<file path="config.mk">
export PLATFORM = sky130hd
export DESIGN_NAME = stereo_correlation_meter
export DESIGN_NICKNAME = d
export VERILOG_FILES = /design/src/hw/rtl/scm_pkg.sv /design/src/hw/rtl/scm_addsub.sv /design/src/hw/rtl/stereo_correlation_meter.sv
export VERILOG_INCLUDE_DIRS = /design/src /design/src/hw/rtl
export SDC_FILE = /design/constraint.sdc
export NUM_CORES = 2
export LEC_CHECK = 0
export BUFFER_PORTS_ARGS = -buffer_cell sky130_fd_sc_hd__buf_2
export CORE_UTILIZATION = 55
export DETAILED_ROUTE_END_ITERATION = 10
export PLACE_DENSITY = 0.72
export SLEW_MARGIN = 20
export SYNTH_ARGS = -nofsm -noshare
export SYNTH_HDL_FRONTEND = slang
export SYNTH_HIERARCHICAL = 1
export SYNTH_SLANG_ARGS = --single-unit
</file>
<file path="constraint.sdc">
create_clock -name clk_i -period 11.78 [get_ports clk_i]
set_input_delay 0.589 -clock clk_i [delete_from_list [all_inputs] [get_ports clk_i]]
set_output_delay 0.589 -clock clk_i [all_outputs]
set_load 0.1 [all_outputs]
</file>
<file path="src/hw/rtl/stereo_correlation_meter_defines.svh">
// ----------------------------------------------------------------------------
// stereo correlation meter assertion macros
// clocked property checks used by the meter's top-level rtl file
// ----------------------------------------------------------------------------
`ifndef STEREO_CORRELATION_METER_DEFINES_SVH
`define STEREO_CORRELATION_METER_DEFINES_SVH

// same-cycle implication, disabled while reset is asserted
`define SCM_ASSERT_IMPL(label, clk, rst_n, ante, cons, msg) \
  label: assert property (@(posedge clk) disable iff (!(rst_n)) (ante) |-> (cons)) \
    else $error(msg);

// next-cycle implication, disabled while reset is asserted
`define SCM_ASSERT_NEXT(label, clk, rst_n, ante, cons, msg) \
  label: assert property (@(posedge clk) disable iff (!(rst_n)) (ante) |=> (cons)) \
    else $error(msg);

`endif

</file>
<file path="src/hw/rtl/scm_pkg.sv">
// ----------------------------------------------------------------------------
// scm_pkg
// types and fixed widths of the stereo correlation meter
// ----------------------------------------------------------------------------
`timescale 1ns / 1ps

package scm_pkg;

  localparam int unsigned SAMPLE_W    = 16;
  localparam int unsigned PRODUCT_W   = 2 * SAMPLE_W;
  localparam int unsigned CROSS_W     = 44;
  localparam int unsigned ENERGY_W    = 43;
  localparam int unsigned WIDE_W      = 2 * ENERGY_W;
  localparam int unsigned ROOT_W      = 43;
  localparam int unsigned REM_W       = ROOT_W + 2;
  localparam int unsigned NUM_W       = CROSS_W + 1;
  localparam int unsigned SCORE_W     = 16;
  localparam int unsigned SCORE_SHIFT = 14;
  localparam int unsigned QUO_W       = 17;
  localparam int unsigned PRE_SHIFT   = QUO_W - SCORE_SHIFT;
  localparam int unsigned STEP_W      = 6;
  localparam int unsigned UNIT_W      = 88;

  localparam logic [SCORE_W-1:0] SCORE_ONE = 16'h8000;

  typedef struct packed {
    logic signed [SAMPLE_W-1:0] left_sample;
    logic signed [SAMPLE_W-1:0] right_sample;
    logic                       frame_end;
  } scm_in_t;

  typedef struct packed {
    logic [SCORE_W-1:0] score;
    logic               overflow;
  } scm_out_t;

  // request to the shared add/subtract unit
  typedef struct packed {
    logic [UNIT_W-1:0] a;
    logic [UNIT_W-1:0] b;
    logic              sub;
  } scm_unit_req_t;

  // carry is the no-borrow flag when subtracting
  typedef struct packed {
    logic [UNIT_W-1:0] sum;
    logic              carry;
  } scm_unit_rsp_t;

  typedef enum logic [3:0] {
    ST_IDLE,
    ST_ADD_X,
    ST_ADD_L,
    ST_ADD_R,
    ST_PMUL,
    ST_ROOT,
    ST_NUM,
    ST_PRE,
    ST_DIV,
    ST_OUT
  } scm_state_e;

endpackage

</file>
<file path="src/hw/rtl/scm_addsub.sv">
// ----------------------------------------------------------------------------
// scm_addsub
// shared wide add/subtract unit with carry out, reused by every step
// ----------------------------------------------------------------------------
`timescale 1ns / 1ps

module scm_addsub (
  input  scm_pkg::scm_unit_req_t req_i,
  output scm_pkg::scm_unit_rsp_t rsp_o
);

  localparam int unsigned UnitW = scm_pkg::UNIT_W;

  logic [UnitW-1:0] b_eff;
  logic [UnitW:0]   total;

  assign b_eff = req_i.b ^ {UnitW{req_i.sub}};
  assign total = {1'b0, req_i.a} + {1'b0, b_eff} + (UnitW + 1)'(req_i.sub);

  assign rsp_o.sum   = total[UnitW-1:0];
  assign rsp_o.carry = total[UnitW];

endmodule

</file>
<file path="src/hw/rtl/stereo_correlation_meter.sv">
// ----------------------------------------------------------------------------
// stereo_correlation_meter
// frame-based stereo phase correlation score, Q1.15, one shared adder
// ----------------------------------------------------------------------------
//
//   channel   signals                              direction  payload
//   in        in_valid_i / in_stall_o / in_data_i  to block   scm_in_t
//   out       out_valid_o / out_stall_i / out_data_o from block scm_out_t
//
// - a sample pair steps through accept, cross add, left add and right add in turn;
//   the single adder shared by all steps serialises them; in_stall_o holds the next pair
// - a pair marked frame_end adds 43 multiply steps, 43 root steps, the numerator
//   and range-check setup and up to 17 divide steps before the result beat
// - the result beat holds under out_stall_i; no new pair is taken until it goes
// - reset (and every delivered result) clears the sums, count and overflow flag
`timescale 1ns / 1ps
`include "stereo_correlation_meter_defines.svh"

module stereo_correlation_meter #(
  parameter int unsigned FRAME_MAX = 4096
) (
  input  logic             clk_i,
  input  logic             rst_ni,
  input  logic             in_valid_i,
  output logic             in_stall_o,
  input  scm_pkg::scm_in_t in_data_i,
  output logic             out_valid_o,
  input  logic             out_stall_i,
  output scm_pkg::scm_out_t out_data_o
);

  localparam int unsigned CntW     = $clog2(FRAME_MAX + 1);
  localparam int unsigned UnitW    = scm_pkg::UNIT_W;
  localparam int unsigned SampleW  = scm_pkg::SAMPLE_W;
  localparam int unsigned ProductW = scm_pkg::PRODUCT_W;
  localparam int unsigned CrossW   = scm_pkg::CROSS_W;
  localparam int unsigned EnergyW  = scm_pkg::ENERGY_W;
  localparam int unsigned WideW    = scm_pkg::WIDE_W;
  localparam int unsigned RootW    = scm_pkg::ROOT_W;
  localparam int unsigned RemW     = scm_pkg::REM_W;
  localparam int unsigned NumW     = scm_pkg::NUM_W;
  localparam int unsigned ScoreW   = scm_pkg::SCORE_W;
  localparam int unsigned QuoW     = scm_pkg::QUO_W;
  localparam int unsigned StepW    = scm_pkg::STEP_W;
  localparam int unsigned PreShift = scm_pkg::PRE_SHIFT;
  localparam int unsigned ScShift  = scm_pkg::SCORE_SHIFT;

  localparam logic signed [CrossW-1:0] CrossMax = {1'b0, {(CrossW - 1){1'b1}}};
  localparam logic signed [CrossW-1:0] CrossMin = {1'b1, {(CrossW - 1){1'b0}}};
  localparam logic [EnergyW-1:0]       EnergyMax = {EnergyW{1'b1}};
  localparam logic [QuoW-1:0]          QuoOne = {1'b0, scm_pkg::SCORE_ONE};

  scm_pkg::scm_state_e state_q, state_d;

  logic signed [SampleW-1:0]  left_smp_q, left_smp_d;
  logic signed [SampleW-1:0]  right_smp_q, right_smp_d;
  logic                       last_q, last_d;
  logic signed [ProductW-1:0] prod_q, prod_d;
  logic signed [CrossW-1:0]   cross_q, cross_d;
  logic [EnergyW-1:0]         left_q, left_d;
  logic [EnergyW-1:0]         right_q, right_d;
  logic [CntW-1:0]            cnt_q, cnt_d;
  logic                       sat_q, sat_d;
  logic [WideW-1:0]           wide_q, wide_d;
  logic [RemW-1:0]            rem_q, rem_d;
  logic [RootW-1:0]           root_q, root_d;
  logic signed [NumW-1:0]     num_q, num_d;
  logic [QuoW-1:0]            nlow_q, nlow_d;
  logic [QuoW-2:0]            quo_q, quo_d;
  logic [StepW-1:0]           step_q, step_d;
  logic [ScoreW-1:0]          score_q, score_d;

  logic signed [SampleW-1:0] mul_a;
  logic signed [SampleW-1:0] mul_b;
  logic                      in_beat;
  logic                      cnt_full;
  logic                      num_pos;
  logic                      root_zero;
  logic                      step_last;
  logic [QuoW-1:0]           quo_fin;

  scm_pkg::scm_unit_req_t unit_req;
  scm_pkg::scm_unit_rsp_t unit_rsp;

  scm_addsub u_addsub (
    .req_i (unit_req),
    .rsp_o (unit_rsp)
  );

  assign in_beat   = in_valid_i && (state_q == scm_pkg::ST_IDLE);
  assign cnt_full  = (cnt_q == CntW'(FRAME_MAX));
  assign num_pos   = !num_q[NumW-1] && (num_q != '0);
  assign root_zero = (root_q == '0);
  assign step_last = (step_q == '0);
  assign quo_fin   = {quo_q, unit_rsp.carry};

  // one 16x16 multiplier, three products per pair
  always_comb begin
    case (state_q)
      scm_pkg::ST_ADD_X: begin
        mul_a = left_smp_q;
        mul_b = left_smp_q;
      end
      scm_pkg::ST_ADD_L: begin
        mul_a = right_smp_q;
        mul_b = right_smp_q;
      end
      default: begin
        mul_a = in_data_i.left_sample;
        mul_b = in_data_i.right_sample;
      end
    endcase
  end

  assign prod_d = mul_a * mul_b;

  // next state
  always_comb begin
    state_d = state_q;
    case (state_q)
      scm_pkg::ST_IDLE: begin
        if (in_valid_i) begin
          if (!cnt_full) begin
            state_d = scm_pkg::ST_ADD_X;
          end else if (in_data_i.frame_end) begin
            state_d = scm_pkg::ST_PMUL;
          end
        end
      end
      scm_pkg::ST_ADD_X: state_d = scm_pkg::ST_ADD_L;
      scm_pkg::ST_ADD_L: state_d = scm_pkg::ST_ADD_R;
      scm_pkg::ST_ADD_R: begin
        state_d = last_q ? scm_pkg::ST_PMUL : scm_pkg::ST_IDLE;
      end
      scm_pkg::ST_PMUL: begin
        if (step_last) state_d = scm_pkg::ST_ROOT;
      end
      scm_pkg::ST_ROOT: begin
        if (step_last) state_d = scm_pkg::ST_NUM;
      end
      scm_pkg::ST_NUM: begin
        state_d = root_zero ? scm_pkg::ST_OUT : scm_pkg::ST_PRE;
      end
      scm_pkg::ST_PRE: begin
        if (!num_pos || unit_rsp.carry) begin
          state_d = scm_pkg::ST_OUT;
        end else begin
          state_d = scm_pkg::ST_DIV;
        end
      end
      scm_pkg::ST_DIV: begin
        if (step_last) state_d = scm_pkg::ST_OUT;
      end
      scm_pkg::ST_OUT: begin
        if (!out_stall_i) state_d = scm_pkg::ST_IDLE;
      end
      default: state_d = scm_pkg::ST_IDLE;
    endcase
  end

  // datapath and unit operands
  always_comb begin
    unit_req    = '0;
    left_smp_d  = left_smp_q;
    right_smp_d = right_smp_q;
    last_d      = last_q;
    cross_d     = cross_q;
    left_d      = left_q;
    right_d     = right_q;
    cnt_d       = cnt_q;
    sat_d       = sat_q;
    wide_d      = wide_q;
    rem_d       = rem_q;
    root_d      = root_q;
    num_d       = num_q;
    nlow_d      = nlow_q;
    quo_d       = quo_q;
    step_d      = step_q;
    score_d     = score_q;
    case (state_q)
      scm_pkg::ST_IDLE: begin
        if (in_valid_i) begin
          left_smp_d  = in_data_i.left_sample;
          right_smp_d = in_data_i.right_sample;
          last_d      = in_data_i.frame_end;
          wide_d      = '0;
          step_d      = StepW'(RootW - 1);
          if (cnt_full) sat_d = 1'b1;
        end
      end
      scm_pkg::ST_ADD_X: begin
        unit_req.a = UnitW'(cross_q);
        unit_req.b = UnitW'(prod_q);
        if (unit_rsp.sum[CrossW] != unit_rsp.sum[CrossW-1]) begin
          cross_d = unit_rsp.sum[CrossW] ? CrossMin : CrossMax;
          sat_d   = 1'b1;
        end else begin
          cross_d = signed'(unit_rsp.sum[CrossW-1:0]);
        end
      end
      scm_pkg::ST_ADD_L: begin
        unit_req.a = UnitW'(left_q);
        unit_req.b = UnitW'(prod_q[ProductW-2:0]);
        if (unit_rsp.sum[EnergyW]) begin
          left_d = EnergyMax;
          sat_d  = 1'b1;
        end else begin
          left_d = unit_rsp.sum[EnergyW-1:0];
        end
      end
      scm_pkg::ST_ADD_R: begin
        unit_req.a = UnitW'(right_q);
        unit_req.b = UnitW'(prod_q[ProductW-2:0]);
        cnt_d      = cnt_q + CntW'(1);
        if (unit_rsp.sum[EnergyW]) begin
          right_d = EnergyMax;
          sat_d   = 1'b1;
        end else begin
          right_d = unit_rsp.sum[EnergyW-1:0];
        end
      end
      scm_pkg::ST_PMUL: begin
        // shift-and-add, msb of the right energy first
        unit_req.a = UnitW'({wide_q[WideW-2:0], 1'b0});
        unit_req.b = right_q[step_q] ? UnitW'(left_q) : '0;
        wide_d     = unit_rsp.sum[WideW-1:0];
        step_d     = step_q - StepW'(1);
        if (step_last) begin
          step_d = StepW'(RootW - 1);
          rem_d  = '0;
          root_d = '0;
        end
      end
      scm_pkg::ST_ROOT: begin
        // restoring square root, two radicand bits a step
        unit_req.a   = UnitW'({rem_q, wide_q[WideW-1 -: 2]});
        unit_req.b   = UnitW'({root_q, 2'b01});
        unit_req.sub = 1'b1;
        wide_d       = {wide_q[WideW-3:0], 2'b00};
        step_d       = step_q - StepW'(1);
        if (unit_rsp.carry) begin
          rem_d  = unit_rsp.sum[RemW-1:0];
          root_d = {root_q[RootW-2:0], 1'b1};
        end else begin
          rem_d  = {rem_q[RemW-3:0], wide_q[WideW-1 -: 2]};
          root_d = {root_q[RootW-2:0], 1'b0};
        end
      end
      scm_pkg::ST_NUM: begin
        unit_req.a = UnitW'(cross_q);
        unit_req.b = UnitW'(root_q);
        num_d      = signed'(unit_rsp.sum[NumW-1:0]);
        if (root_zero) score_d = scm_pkg::SCORE_ONE;
      end
      scm_pkg::ST_PRE: begin
        // quotient of 2^17 or more clamps straight away
        unit_req.a   = UnitW'(num_q[NumW-2:0]);
        unit_req.b   = UnitW'({root_q, {PreShift{1'b0}}});
        unit_req.sub = 1'b1;
        if (!num_pos) begin
          score_d = '0;
        end else if (unit_rsp.carry) begin
          score_d = scm_pkg::SCORE_ONE;
        end else begin
          rem_d  = RemW'(num_q[NumW-2:PreShift]);
          nlow_d = {num_q[PreShift-1:0], {ScShift{1'b0}}};
          step_d = StepW'(QuoW - 1);
        end
      end
      scm_pkg::ST_DIV: begin
        unit_req.a   = UnitW'({rem_q[RootW-1:0], nlow_q[QuoW-1]});
        unit_req.b   = UnitW'(root_q);
        unit_req.sub = 1'b1;
        nlow_d       = {nlow_q[QuoW-2:0], 1'b0};
        quo_d        = quo_fin[QuoW-2:0];
        step_d       = step_q - StepW'(1);
        if (unit_rsp.carry) begin
          rem_d = RemW'(unit_rsp.sum[RootW-1:0]);
        end else begin
          rem_d = RemW'({rem_q[RootW-2:0], nlow_q[QuoW-1]});
        end
        if (step_last) begin
          score_d = (quo_fin > QuoOne) ? scm_pkg::SCORE_ONE : quo_fin[ScoreW-1:0];
        end
      end
      scm_pkg::ST_OUT: begin
        if (!out_stall_i) begin
          cross_d = '0;
          left_d  = '0;
          right_d = '0;
          cnt_d   = '0;
          sat_d   = 1'b0;
        end
      end
      default: ;
    endcase
  end

  always_ff @(posedge clk_i or negedge rst_ni) begin
    if (!rst_ni) begin
      state_q <= scm_pkg::ST_IDLE;
      cross_q <= '0;
      left_q  <= '0;
      right_q <= '0;
      cnt_q   <= '0;
      sat_q   <= 1'b0;
      last_q  <= 1'b0;
      step_q  <= '0;
    end else begin
      state_q <= state_d;
      cross_q <= cross_d;
      left_q  <= left_d;
      right_q <= right_d;
      cnt_q   <= cnt_d;
      sat_q   <= sat_d;
      last_q  <= last_d;
      step_q  <= step_d;
    end
  end

  always_ff @(posedge clk_i) begin
    left_smp_q  <= left_smp_d;
    right_smp_q <= right_smp_d;
    prod_q      <= prod_d;
    wide_q      <= wide_d;
    rem_q       <= rem_d;
    root_q      <= root_d;
    num_q       <= num_d;
    nlow_q      <= nlow_d;
    quo_q       <= quo_d;
    score_q     <= score_d;
  end

  assign in_stall_o          = (state_q != scm_pkg::ST_IDLE);
  assign out_valid_o         = (state_q == scm_pkg::ST_OUT);
  assign out_data_o.score    = score_q;
  assign out_data_o.overflow = sat_q;

  `SCM_ASSERT_IMPL(a_cnt_bound, clk_i, rst_ni, 1'b1, cnt_q <= CntW'(FRAME_MAX),
    "pair count above frame limit")
  `SCM_ASSERT_IMPL(a_score_range, clk_i, rst_ni, out_valid_o,
    out_data_o.score <= scm_pkg::SCORE_ONE, "score above one")
  `SCM_ASSERT_NEXT(a_clear_after_beat, clk_i, rst_ni, out_valid_o && !out_stall_i,
    (cross_q == '0) && (left_q == '0) && (right_q == '0) && (cnt_q == '0) && !sat_q,
    "frame state not cleared after result beat")
  // a dropped pair that does not end the frame leaves the block idle
  `SCM_ASSERT_NEXT(a_busy_after_beat, clk_i, rst_ni,
    in_beat && (!cnt_full || in_data_i.frame_end), in_stall_o,
    "input not stalled after accepted beat")
  `SCM_ASSERT_IMPL(a_div_root_nonzero, clk_i, rst_ni, state_q == scm_pkg::ST_DIV,
    !root_zero, "divide running with zero root")

endmodule
</file>
==> metrics <==
CTS tree done; CTS Root Cell clkbuf_16; gpl congestion 1.02; critical path startpoint state_q[0]; failing checks DRC; RR Startpoint state_q[0]; CP peak stage delay 0.83 ns; post-detailed-route count of antenna-violating nets 0; Ports 56; required time of the critical path 12.29 ns; initial core utilization 0.559; RR Endpoint prod_q[31]; routed len/inst 23.5 µm; vias per std cell 6.56; CP Capture Type flip-flop; Cell Area, Synth 37700 µm²; CTS max path bufs 3; CP Launch Type flip-flop; ant diodes 0; area grow syn2layout 7.79%; filler cell count 5749; normalized max-slew margin 0.182; Crit-path slowest cell nand2_1; worst min path class in2reg; final setup TNS 0 ns; layout cells sized above 1 0.0777; final setup violation count 0; core outline area 67500 µm²; status finished, violations left; Die Span Y 264 µm; largest net degree at the start of global routing 87; Avg Synthesized Cell Area 9.70 µm²; antenna violations before repair 0; fin crit period 8.95 ns; final wirelength 112000 µm; final hold slack 0.200 ns; DIE WIDTH 264 µm; Max Cap Violations 0; Final Hold Vio Count 0; Clock Skew 0.0255 ns; DRC 1; Worst Path Arrival 9.46 ns; DP HPWL 79700 µm; Max FO, Critical Path 36; global-route wire length before repair 175000 µm; via count 31200; commonest non-fill, non-tap cell in the layout nand2_1; synth warn 6; Synth Net Count 4372; post-synthesis instance total 3891; Die ar. 69700 µm²; Total Routing Usage GR 0.319; WP depth 24; Slew Viols, Final 0; Fmax 0.112 GHz; Clock Pin Slew Worst Setup and Hold Paths 0.07 ns; CTS buffer count 53; CTS resizes 0; initial DRC count 4029; IO Port Bufs 55; WS Path Type reg2reg; DRT Pass-1 Iters 11; H-tree Lvls 2; crit-path leading delay family adder cells; Slew @ Worst Pin 1.23 ns; Clock Sinks 473; most frequent cells in the layout nand2_1, inv_1, edfxtp_1; RSZ-0062 raised after global routing false; worst setup path end prod_q[31]; fin crit share 0.760; WP buf/inv 5; Clk Latency, worst-skew pair 0.62 ns; vias in the first global route 30600; Most common cell on crit path fa_1; worst path cell trace inv_2 -> nand2_1 -> nor2_1 -> o21ai_1 -> o221ai_1 -> nor2_1 -> inv_1 -> fa_1 -> inv_1 -> fa_1 -> fa_1 -> fa_1 -> fa_1 -> inv_1 -> fa_1 -> inv_1 -> ha_1 -> nor4_1 -> o21ai_0 -> a31oi_1 -> a21boi_1 -> o21ai_1 -> and4_1 -> or3_1; Worst Reg2Reg Path Length in Cells 24; row count 95; Post-CTS Setup Bufs 0; nets 4314; r2r setup slk 2.83 ns; grt total ovfl 0
[per-stage QoR]
step | area [µm²] | utilization | setup WS, ns | instances
detailed placement | 38800 | 0.575 | 2.81 | 4649
floorplan | 37700 | - | 2.55 | 3891
global placement | 38800 | 0.575 | 3.11 | 4649
finish | 40700 | 0.602 | 2.83 | 4749
global route | 40700 | 0.602 | 2.07 | 4749
CTS | 40700 | 0.602 | 2.82 | 4748
[layout make-up]
type / instances / area, µm² / area share
Clock buffer: 64 / 1420 / 0.0349
Clock inverter: 34 / 387 / 0.00951
Inverter: 379 / 1420 / 0.0350
Multi-Input combinational cell: 2811 / 22500 / 0.553
Sequential cell: 473 / 13100 / 0.322
Tap cell: 873 / 1090 / 0.0269
Timing Repair Buffer: 115 / 734 / 0.0181
[how the worst min path moves through the flow]
stage	slack (ns)	end	startpoint	cells after the start
5_1_grt	0.19	left_smp_q[9]	in_data_i[26]	1
6_report	0.20	right_smp_q[15]	in_data_i[16]	1
4_1_cts	0.17	left_smp_q[10]	in_data_i[27]	1
3_5_place_dp	0.46	quo_q[15]	quo_q[14]	0
2_1_floorplan	0.29	cnt_q[0]	rst_ni	0
3_3_place_gp	0.44	quo_q[15]	quo_q[14]	0
[registers in the layout, indices dropped and copies added, names as in the netlist]
signal,cells
state_q,4
step_q,6
left_q,43
cnt_q,13
num_q,45
last_q,1
right_smp_q,16
sat_q,1
wide_q,86
right_q,43
score_q,16
quo_q,16
prod_q,32
rem_q,45
left_smp_q,16
root_q,43
nlow_q,3
cross_q,44
[timing repair]
action / CTS / global route
endpoints found under the hold margin: 42 / 0
hold buffers: 1 / 0
setup endpoints to repair: 0 / 0
[layer usage]
layer  global-route usage  vias to the layer above  routed length, µm
li1                     -                    13800                  -
met1                0.437                    15300              45400
met2                0.495                     1771              49400
met3               0.0649                      284              11900
met4                0.133                        0               4830
met5                    0                        -                  0
Power is left out: the tool's default activity adds up to more than one toggle a clock period on the data nets, which glitch-free logic cannot reach.
